===== config.mk =====
export PLATFORM = sky130hd
export DESIGN_NAME = pausable_timer_event_queue
export DESIGN_NICKNAME = d
export VERILOG_FILES = /design/src/hdl/ptq_pkg.sv /design/src/hdl/ptq_alu.sv /design/src/hdl/pausable_timer_event_queue.sv
export SDC_FILE = /design/constraint.sdc
export NUM_CORES = 2
export LEC_CHECK = 0
export BUFFER_PORTS_ARGS = -buffer_cell sky130_fd_sc_hd__buf_2
export CAP_MARGIN = 25
export CORE_MARGIN = 2
export CORE_UTILIZATION = 59
export CTS_BUF_LIST = sky130_fd_sc_hd__clkbuf_2 sky130_fd_sc_hd__clkbuf_4 sky130_fd_sc_hd__clkbuf_8
export CTS_CLUSTER_SIZE = 20
export DETAILED_ROUTE_END_ITERATION = 10
export GPL_ROUTABILITY_DRIVEN = 0
export PLACE_DENSITY_LB_ADDON = 0.12
export SLEW_MARGIN = 20
export SYNTH_ARGS = -nofsm -noshare
export SYNTH_HDL_FRONTEND = slang
export SYNTH_SLANG_ARGS = --single-unit

===== constraint.sdc =====
create_clock -name clk -period 7.7 [get_ports clk]
set_clock_uncertainty 0.05 [all_clocks]
set_input_delay 1.155 -clock clk [delete_from_list [all_inputs] [get_ports clk]]
set_output_delay 1.155 -clock clk [all_outputs]
set_load 0.05 [all_outputs]

===== src/hdl/ptq_pkg.sv =====
// Shared types, codes and default sizes for the pausable timer event queue.
package ptq_pkg;

    // Default sizes
    localparam int DEF_SLOTS     = 16;
    localparam int DEF_MAX_FIRES = 32;
    localparam int DEF_TIME_BITS = 48;

    // Fixed field widths
    localparam int OP_W   = 3;
    localparam int SLOT_W = 4;
    localparam int DLY_W  = 32;
    localparam int PER_W  = 33;
    localparam int STEP_W = 16;
    localparam int KIND_W = 2;
    localparam int REM_W  = 48;

    // Command codes
    typedef enum logic [OP_W-1:0] {
        OP_ARM     = 3'd0,
        OP_ADVANCE = 3'd1,
        OP_UPDATE  = 3'd2,
        OP_PAUSE   = 3'd3,
        OP_START   = 3'd4,
        OP_QUERY   = 3'd5
    } opcode_t;

    // Result kinds
    typedef enum logic [KIND_W-1:0] {
        KIND_DONE  = 2'd0,
        KIND_FIRED = 2'd1,
        KIND_REPLY = 2'd2
    } kind_t;

    // Shared adder operation
    typedef enum logic {
        ALU_ADD = 1'b0,
        ALU_SUB = 1'b1
    } alu_op_t;

    // Sequencer states
    typedef enum logic [2:0] {
        ST_IDLE,
        ST_EXEC,
        ST_QRD,
        ST_QCALC,
        ST_SCAN,
        ST_DECIDE,
        ST_FIRE,
        ST_FINAL
    } state_t;

endpackage


===== src/hdl/ptq_alu.sv =====
// Shared time adder/subtractor used by the arm, advance, query and update commands of the timer queue.
module ptq_alu #(
    parameter int TIME_BITS = ptq_pkg::DEF_TIME_BITS
) (
    input  ptq_pkg::alu_op_t       op,
    input  logic [TIME_BITS-1:0]   a,
    input  logic [TIME_BITS-1:0]   b,
    output logic [TIME_BITS-1:0]   result,
    output logic                   carry
);

    logic [TIME_BITS-1:0] b_eff;
    logic [TIME_BITS:0]   full;

    // Subtract as a + ~b + 1; carry set means a >= b
    always_comb
    begin
        b_eff  = (op == ptq_pkg::ALU_SUB) ? ~b : b;
        full   = {1'b0, a} + {1'b0, b_eff} + {{TIME_BITS{1'b0}}, (op == ptq_pkg::ALU_SUB)};
        result = full[TIME_BITS-1:0];
        carry  = full[TIME_BITS];
    end

endmodule


===== src/hdl/pausable_timer_event_queue.sv =====
// Top level: slot table, scheduler clock and command sequencer of the timer queue.
// Arm, advance, pause, start and unknown codes go through the EXEC state to the output
// register; query goes through QRD and QCALC. Update scans the slot memory one entry per
// cycle and scans it again after each firing. One command is in work at a time; the next
// transfer is taken on return to idle. Reset (rst_n low, asynchronous) disarms all slots,
// zeroes the clock and sets running; the slot memory is not cleared, and its contents are
// only used for armed slots.
module pausable_timer_event_queue #(
    parameter int SLOTS     = ptq_pkg::DEF_SLOTS,
    parameter int MAX_FIRES = ptq_pkg::DEF_MAX_FIRES,
    parameter int TIME_BITS = ptq_pkg::DEF_TIME_BITS
) (
    input  logic                          clk,
    input  logic                          rst_n,
    input  logic                          in_valid,
    output logic                          in_stall,
    input  logic [ptq_pkg::OP_W-1:0]      opcode,
    input  logic [ptq_pkg::SLOT_W-1:0]    slot,
    input  logic [ptq_pkg::DLY_W-1:0]     delay,
    input  logic signed [ptq_pkg::PER_W-1:0] period,
    input  logic                          repeat_req,
    input  logic [ptq_pkg::STEP_W-1:0]    time_step,
    output logic                          out_valid,
    input  logic                          out_stall,
    output logic [ptq_pkg::KIND_W-1:0]    kind,
    output logic [ptq_pkg::SLOT_W-1:0]    fired_slot,
    output logic [ptq_pkg::REM_W-1:0]     remaining,
    output logic                          last
);

    localparam int SW    = $clog2(SLOTS);
    localparam int CW    = $clog2(MAX_FIRES + 1);
    localparam int PW    = ptq_pkg::PER_W;
    localparam int ENT_W = TIME_BITS + PW + 1;
    localparam int EXT_W = (TIME_BITS > ptq_pkg::REM_W) ? TIME_BITS : ptq_pkg::REM_W;
    localparam logic [SW:0]       SLOTS_C   = (SW + 1)'(SLOTS);
    localparam logic [CW-1:0]     LAST_FIRE = CW'(MAX_FIRES - 1);
    localparam logic [EXT_W-1:0]  REM_MAX_X = EXT_W'({ptq_pkg::REM_W{1'b1}});

    // Slot memory: {deadline, interval, repeat}
    logic [ENT_W-1:0] slot_mem [SLOTS];
    logic [ENT_W-1:0] rd_data_reg;
    logic [SW-1:0]    rd_addr;
    logic             wr_en;
    logic [SW-1:0]    wr_addr;
    logic [ENT_W-1:0] wr_data;

    // Control state
    ptq_pkg::state_t      state_reg, state_next;
    logic [SLOTS-1:0]     armed_reg, armed_next;
    logic [TIME_BITS-1:0] clock_reg, clock_next;
    logic                 running_reg, running_next;
    logic                 out_valid_reg, out_valid_next;
    logic                 pend_vld_reg, pend_vld_next;
    logic                 best_found_reg, best_found_next;
    logic                 cmp_vld_reg, cmp_vld_next;

    // Command and scan payload
    ptq_pkg::opcode_t     op_reg, op_next;
    logic [ptq_pkg::SLOT_W-1:0] slot_reg, slot_next;
    logic [ptq_pkg::DLY_W-1:0]  delay_reg, delay_next;
    logic [PW-1:0]        period_reg, period_next;
    logic                 rep_reg, rep_next;
    logic [ptq_pkg::STEP_W-1:0] step_reg, step_next;
    logic [SW:0]          scan_cnt_reg, scan_cnt_next;
    logic [SW-1:0]        cmp_idx_reg, cmp_idx_next;
    logic [SW-1:0]        best_idx_reg, best_idx_next;
    logic [TIME_BITS-1:0] best_dl_reg, best_dl_next;
    logic [PW-1:0]        best_iv_reg, best_iv_next;
    logic                 best_rep_reg, best_rep_next;
    logic [SW-1:0]        pend_slot_reg, pend_slot_next;
    logic [CW-1:0]        fire_cnt_reg, fire_cnt_next;

    // Output register
    logic [ptq_pkg::KIND_W-1:0] kind_reg, kind_next;
    logic [ptq_pkg::SLOT_W-1:0] oslot_reg, oslot_next;
    logic [ptq_pkg::REM_W-1:0]  rem_reg, rem_next;
    logic                       last_reg, last_next;

    // Shared adder
    ptq_pkg::alu_op_t     alu_op;
    logic [TIME_BITS-1:0] alu_a, alu_b, alu_y;
    logic                 alu_c;

    ptq_alu #(
        .TIME_BITS (TIME_BITS)
    ) u_alu (
        .op     (alu_op),
        .a      (alu_a),
        .b      (alu_b),
        .result (alu_y),
        .carry  (alu_c)
    );

    // Read-data fields
    logic [TIME_BITS-1:0] rd_dl;
    logic [PW-1:0]        rd_iv;
    logic                 rd_rep;
    logic                 out_free;
    logic                 emit;
    logic                 slot_ok;
    logic [SW-1:0]        slot_idx;
    logic                 issue;
    logic                 due;
    logic [EXT_W-1:0]     diff_ext;

    assign rd_dl  = rd_data_reg[ENT_W-1:PW+1];
    assign rd_iv  = rd_data_reg[PW:1];
    assign rd_rep = rd_data_reg[0];

    assign out_free = !out_valid_reg || !out_stall;
    assign slot_ok  = (32'(slot_reg) < SLOTS);
    assign slot_idx = SW'(slot_reg);
    assign in_stall = (state_reg != ptq_pkg::ST_IDLE);

    // Sequencer: next state, datapath control and results
    always_comb
    begin
        state_next      = state_reg;
        armed_next      = armed_reg;
        clock_next      = clock_reg;
        running_next    = running_reg;
        pend_vld_next   = pend_vld_reg;
        best_found_next = best_found_reg;
        cmp_vld_next    = 1'b0;
        op_next         = op_reg;
        slot_next       = slot_reg;
        delay_next      = delay_reg;
        period_next     = period_reg;
        rep_next        = rep_reg;
        step_next       = step_reg;
        scan_cnt_next   = scan_cnt_reg;
        cmp_idx_next    = cmp_idx_reg;
        best_idx_next   = best_idx_reg;
        best_dl_next    = best_dl_reg;
        best_iv_next    = best_iv_reg;
        best_rep_next   = best_rep_reg;
        pend_slot_next  = pend_slot_reg;
        fire_cnt_next   = fire_cnt_reg;

        emit      = 1'b0;
        kind_next = kind_reg;
        oslot_next = oslot_reg;
        rem_next  = rem_reg;
        last_next = last_reg;

        rd_addr = slot_idx;
        wr_en   = 1'b0;
        wr_addr = slot_idx;
        wr_data = {alu_y, period_reg, rep_reg};

        alu_op = ptq_pkg::ALU_ADD;
        alu_a  = clock_reg;
        alu_b  = TIME_BITS'(delay_reg);

        issue    = 1'b0;
        due      = 1'b0;
        diff_ext = '0;

        unique case (state_reg)
            ptq_pkg::ST_IDLE:
            begin
                if (in_valid)
                begin
                    op_next         = ptq_pkg::opcode_t'(opcode);
                    slot_next       = slot;
                    delay_next      = delay;
                    period_next     = period;
                    rep_next        = repeat_req;
                    step_next       = time_step;
                    scan_cnt_next   = '0;
                    best_found_next = 1'b0;
                    pend_vld_next   = 1'b0;
                    fire_cnt_next   = '0;
                    if (ptq_pkg::opcode_t'(opcode) == ptq_pkg::OP_UPDATE)
                        state_next = ptq_pkg::ST_SCAN;
                    else if (ptq_pkg::opcode_t'(opcode) == ptq_pkg::OP_QUERY)
                        state_next = ptq_pkg::ST_QRD;
                    else
                        state_next = ptq_pkg::ST_EXEC;
                end
            end

            // Single-result commands, applied on the cycle the done result goes out
            ptq_pkg::ST_EXEC:
            begin
                if (op_reg == ptq_pkg::OP_ADVANCE)
                    alu_b = TIME_BITS'(step_reg);
                if (out_free)
                begin
                    case (op_reg)
                        ptq_pkg::OP_ARM:
                        begin
                            if (slot_ok)
                            begin
                                wr_en                = 1'b1;
                                armed_next[slot_idx] = 1'b1;
                            end
                        end
                        ptq_pkg::OP_ADVANCE:
                        begin
                            if (running_reg)
                                clock_next = alu_y;
                        end
                        ptq_pkg::OP_PAUSE: running_next = 1'b0;
                        ptq_pkg::OP_START: running_next = 1'b1;
                        default: ;
                    endcase
                    emit       = 1'b1;
                    kind_next  = ptq_pkg::KIND_DONE;
                    oslot_next = '0;
                    rem_next   = '0;
                    last_next  = 1'b1;
                    state_next = ptq_pkg::ST_IDLE;
                end
            end

            ptq_pkg::ST_QRD:
            begin
                state_next = ptq_pkg::ST_QCALC;
            end

            // Remaining time: deadline - now, clamped at zero and saturated
            ptq_pkg::ST_QCALC:
            begin
                alu_op = ptq_pkg::ALU_SUB;
                alu_a  = rd_dl;
                alu_b  = clock_reg;
                diff_ext = EXT_W'(alu_y);
                if (out_free)
                begin
                    emit       = 1'b1;
                    kind_next  = ptq_pkg::KIND_REPLY;
                    oslot_next = slot_reg;
                    rem_next   = '0;
                    if (slot_ok && armed_reg[slot_idx] && alu_c && (alu_y != '0))
                    begin
                        if (diff_ext > REM_MAX_X)
                            rem_next = {ptq_pkg::REM_W{1'b1}};
                        else
                            rem_next = diff_ext[ptq_pkg::REM_W-1:0];
                    end
                    last_next  = 1'b1;
                    state_next = ptq_pkg::ST_IDLE;
                end
            end

            // Earliest-deadline search, one slot per cycle
            ptq_pkg::ST_SCAN:
            begin
                issue   = (scan_cnt_reg < SLOTS_C);
                rd_addr = scan_cnt_reg[SW-1:0];
                if (issue)
                begin
                    scan_cnt_next = scan_cnt_reg + (SW + 1)'(1);
                    cmp_vld_next  = 1'b1;
                    cmp_idx_next  = scan_cnt_reg[SW-1:0];
                end
                if (cmp_vld_reg)
                begin
                    due = armed_reg[cmp_idx_reg] && (rd_dl <= clock_reg);
                    if (due && (!best_found_reg || (rd_dl < best_dl_reg)))
                    begin
                        best_found_next = 1'b1;
                        best_idx_next   = cmp_idx_reg;
                        best_dl_next    = rd_dl;
                        best_iv_next    = rd_iv;
                        best_rep_next   = rd_rep;
                    end
                end
                if (!issue && !cmp_vld_reg)
                    state_next = ptq_pkg::ST_DECIDE;
            end

            // Release the previous firing once it is known whether more follow
            ptq_pkg::ST_DECIDE:
            begin
                if (best_found_reg)
                begin
                    if (!pend_vld_reg || out_free)
                    begin
                        if (pend_vld_reg)
                        begin
                            emit       = 1'b1;
                            kind_next  = ptq_pkg::KIND_FIRED;
                            oslot_next = ptq_pkg::SLOT_W'(pend_slot_reg);
                            rem_next   = '0;
                            last_next  = 1'b0;
                        end
                        state_next = ptq_pkg::ST_FIRE;
                    end
                end
                else if (out_free)
                begin
                    emit       = 1'b1;
                    kind_next  = pend_vld_reg ? ptq_pkg::KIND_FIRED : ptq_pkg::KIND_DONE;
                    oslot_next = pend_vld_reg ? ptq_pkg::SLOT_W'(pend_slot_reg) : '0;
                    rem_next   = '0;
                    last_next  = 1'b1;
                    state_next = ptq_pkg::ST_IDLE;
                end
            end

            // Fire the chosen slot: re-arm or disarm
            ptq_pkg::ST_FIRE:
            begin
                alu_a   = best_dl_reg;
                alu_b   = TIME_BITS'(best_iv_reg[PW-2:0]);
                wr_addr = best_idx_reg;
                wr_data = {alu_y, best_iv_reg, best_rep_reg};
                if (best_rep_reg && !best_iv_reg[PW-1])
                    wr_en = 1'b1;
                else
                    armed_next[best_idx_reg] = 1'b0;
                pend_vld_next   = 1'b1;
                pend_slot_next  = best_idx_reg;
                fire_cnt_next   = fire_cnt_reg + CW'(1);
                scan_cnt_next   = '0;
                best_found_next = 1'b0;
                if (fire_cnt_reg == LAST_FIRE)
                    state_next = ptq_pkg::ST_FINAL;
                else
                    state_next = ptq_pkg::ST_SCAN;
            end

            // Firing limit reached: last result of the update
            ptq_pkg::ST_FINAL:
            begin
                if (out_free)
                begin
                    emit       = 1'b1;
                    kind_next  = ptq_pkg::KIND_FIRED;
                    oslot_next = ptq_pkg::SLOT_W'(pend_slot_reg);
                    rem_next   = '0;
                    last_next  = 1'b1;
                    state_next = ptq_pkg::ST_IDLE;
                end
            end

            default:
            begin
                state_next = ptq_pkg::ST_IDLE;
            end
        endcase

        out_valid_next = emit ? 1'b1 : (out_valid_reg && out_stall);
    end

    // Control registers
    always_ff @(posedge clk or negedge rst_n)
    begin
        if (!rst_n)
        begin
            state_reg      <= ptq_pkg::ST_IDLE;
            armed_reg      <= '0;
            clock_reg      <= '0;
            running_reg    <= 1'b1;
            out_valid_reg  <= 1'b0;
            pend_vld_reg   <= 1'b0;
            best_found_reg <= 1'b0;
            cmp_vld_reg    <= 1'b0;
        end
        else
        begin
            state_reg      <= state_next;
            armed_reg      <= armed_next;
            clock_reg      <= clock_next;
            running_reg    <= running_next;
            out_valid_reg  <= out_valid_next;
            pend_vld_reg   <= pend_vld_next;
            best_found_reg <= best_found_next;
            cmp_vld_reg    <= cmp_vld_next;
        end
    end

    // Payload registers
    always_ff @(posedge clk)
    begin
        op_reg        <= op_next;
        slot_reg      <= slot_next;
        delay_reg     <= delay_next;
        period_reg    <= period_next;
        rep_reg       <= rep_next;
        step_reg      <= step_next;
        scan_cnt_reg  <= scan_cnt_next;
        cmp_idx_reg   <= cmp_idx_next;
        best_idx_reg  <= best_idx_next;
        best_dl_reg   <= best_dl_next;
        best_iv_reg   <= best_iv_next;
        best_rep_reg  <= best_rep_next;
        pend_slot_reg <= pend_slot_next;
        fire_cnt_reg  <= fire_cnt_next;
        kind_reg      <= kind_next;
        oslot_reg     <= oslot_next;
        rem_reg       <= rem_next;
        last_reg      <= last_next;
    end

    // Slot memory: one write port, one registered read port
    always_ff @(posedge clk)
    begin
        if (wr_en)
            slot_mem[wr_addr] <= wr_data;
        rd_data_reg <= slot_mem[rd_addr];
    end

    assign out_valid  = out_valid_reg;
    assign kind       = kind_reg;
    assign fired_slot = oslot_reg;
    assign remaining  = rem_reg;
    assign last       = last_reg;

endmodule


==> results_dict.tcl <==
set metrics [dict create \
    fin_crit_sh 0.845 \
    synth_cell_types 78 \
    synth_area_sq_mm 0.0705 \
    hp-class "in -> reg" \
    grt_max_degree 138 \
    min_from "period[4]" \
    ys.warnings.count 0 \
    cp-startpoint "state_reg[2]" \
    crit_path_end_kind "flip-flop" \
    avgViaCountPerCell 6.43 \
    status "complete, no violations" \
    synth_top_area_frac 0.665 \
    final-hold-violation-count 0 \
    final_layout_size_suffix_gt1_frac 0.242 \
    maxCapViolations 0 \
    core-area_sq_mm 0.118 \
    fillers 8035 \
    finalNetCount 4737 \
    rsz0062_at_grt "no" \
    reg2reg_slack_ns 1.19 \
    postRouteWirelength_mm 179 \
    maxSlewViolCount 0 \
    vias 40100 \
    setup_viol 0 \
    grt_pass1_wl_mm 261 \
    dr.pass1.iters 6 \
    crit_fanout 48 \
    dp.cells 5744 \
    finalHoldWorstSlack_ns 0.292 \
    cellPowerDensity_mw_per_mm2 417 \
    post-cts-setup-buffers 0 \
    cts_max_path_buffers 4 \
    path_clk_slew_ns 0.07 \
    irDropWorstVdd_v 0.000338 \
    ios 150 \
    synthTopCellsByArea "edfxtp_1, mux4_2, nand2_1" \
    portBuffers 149 \
    start_util 0.596 \
    synth-async-reset-ratio 0.0420 \
    overflow 0 \
    synth_edf_count 1561 \
    finalSetupTns_ns 0 \
    grt_antenna_before_repair 4 \
    drc 0 \
    dr.first_iter.drc_count 4849 \
    cts_hold_buf 1 \
    cp_data_required_time_ns 8.36 \
    setup.worst_path.class "reg -> reg" \
    cts_tree "yes" \
    clkSinkCount 1715 \
    clock_latency_ns 0.99 \
    area_growth_syn_to_layout_pct 12.4 \
    die_area_sq_mm 0.122 \
    worstMarginPinSlew_ns 1.10 \
    critPathArrivalTime_ns 7.17 \
    die_y_um 350 \
    num_rows 126 \
    routedWlPerCell_um 28.6 \
    htreeDepth 5 \
    grt_pass1_vias 39500 \
    p_leak_nw 27.8 \
    syn_inst 4174 \
    root_buffer "clkbuf_8" \
    ant_nets 0 \
    synth_common_cells "edfxtp_1, nand2_1, mux4_2" \
    synth_most_common_cell "edfxtp_1" \
    postSynthAreaPerCell_sq_um 16.9 \
    die_width_um 350 \
    r2r-start "state_reg[2]" \
    instances_no_fill 6240 \
    cts_repair_resize_count 0 \
    grtUsageTotal 0.297 \
    synth_area_leader_cell "edfxtp_1" \
    finalCriticalPeriod_ns 6.51 \
    dp_hpwl_mm 102 \
    start_kind "flip-flop" \
    cts_buffers 286 \
    largest_register_ff_count 1312 \
    synth_nets 4412 \
    ys_seq_area_frac 0.714 \
    fmaxAchievable_mhz 154 \
    power_mw 33.1 \
    synth_flop_cell "edfxtp_1" \
    ys_ff_latch 1715 \
    slew_headroom 0.260 \
]
worst max-delay path: stages (launching register included):
cell,delay [ns]
dfrtp_1,0.65
buf_4,0.34
nand3b_1,0.18
inv_2,0.16
buf_4,0.38
a211oi_4,0.79
a222oi_1,0.21
mux2i_1,0.20
ha_1,0.35
nand4_1,0.17
nor2b_1,0.06
or4_1,0.64
a211o_1,0.42
a221oi_2,0.52
o41a_1,0.30
a211oi_4,0.08
buf_4,0.36
a22o_1,0.29
report_power, final:
| part | total (mW) | internal, mW | switching (mW) | leakage (nW) |
|---|---|---|---|---|
| combinational | 10.8 | 3.41 | 7.44 | 9.15 |
| sequential | 14.4 | 13.7 | 0.737 | 15.7 |
| clock | 7.76 | 4.28 | 3.47 | 2.91 |
| total | 33.1 | 21.4 | 11.7 | 27.8 |
area by class of cell:
class,count,area [sq um],area share
diodes,1,2.50,0.0000316
clock buffers,411,5030,0.0635
clock inverters,81,445,0.00562
inverters,118,448,0.00566
multi-input cells,2121,19200,0.242
flip-flops and latches,1715,50300,0.635
well taps,1536,1920,0.0243
repair buffers,257,1870,0.0237
worst paths after layout:
check | to | cells after the start
setup / recovery | remaining[6] | 17
hold / removal | period_reg[4] | 1
setup reg to reg | remaining[6] | 17
hold reg to reg | best_iv_reg[21] | 0
max in group asynchronous | clock_reg[44] | 3
min in group asynchronous | armed_reg[10] | 2
cell families (layout without fill, tap and decap cells):
group	Yosys count	in the layout	share of synthesized area
xor gates and xnor gates	52	52	0.00668
adders and majority gates	145	145	0.0258
DFF	1715	1715	0.714
muxes	388	388	0.116
other	0	1	0
and+or+nand+nor	878	878	0.0553
AOI/OAI and AO/OA	658	658	0.0638
buffers and inverters	338	867	0.0185
per-stage QoR:
step / utilization / worst slack (ns) / area [sq um]
finish: 0.670 / 1.19 / 79200
global route: 0.670 / 0.961 / 79200
CTS: 0.669 / 1.36 / 79200
detailed placement: 0.623 / 1.40 / 73700
global placement: 0.622 / 1.58 / 73600
floorplan: - / 0.481 / 70500
cells in the final DEF (no fill, tap or decap), types with 21 or more instances in the layout:
cell,netlist,layout
nor2_1,129,111
clkinv_2,0,21
mux4_2,338,338
dfxtp_1,82,82
clkbuf_8,0,311
nor3_1,29,29
buf_12,0,23
a31oi_1,94,94
clkbuf_4,0,100
inv_1,118,115
and2_1,88,88
edfxtp_1,1561,1561
nand4_1,27,27
nand2_1,489,488
a22oi_1,47,47
a22o_1,57,57
dfrtp_1,71,71
nand3_1,38,37
a21oi_1,108,107
nor2b_1,21,21
o21ai_0,98,98
ha_1,144,144
buf_2,30,148
mux2_2,41,41
buf_4,0,83
a21o_1,70,70
a211oi_1,89,88
xor2_1,25,24
clkinv_1,0,48
routing by layer:
metal | vias to the layer above | routed length (um) | track usage
li1 | 17100 | - | -
met5 | - | 0 | 0
met2 | 2101 | 80800 | 0.441
met3 | 372 | 17200 | 0.0592
met1 | 20600 | 74800 | 0.443
met4 | 0 | 5740 | 0.106
(Power assumes the default switching activity.)
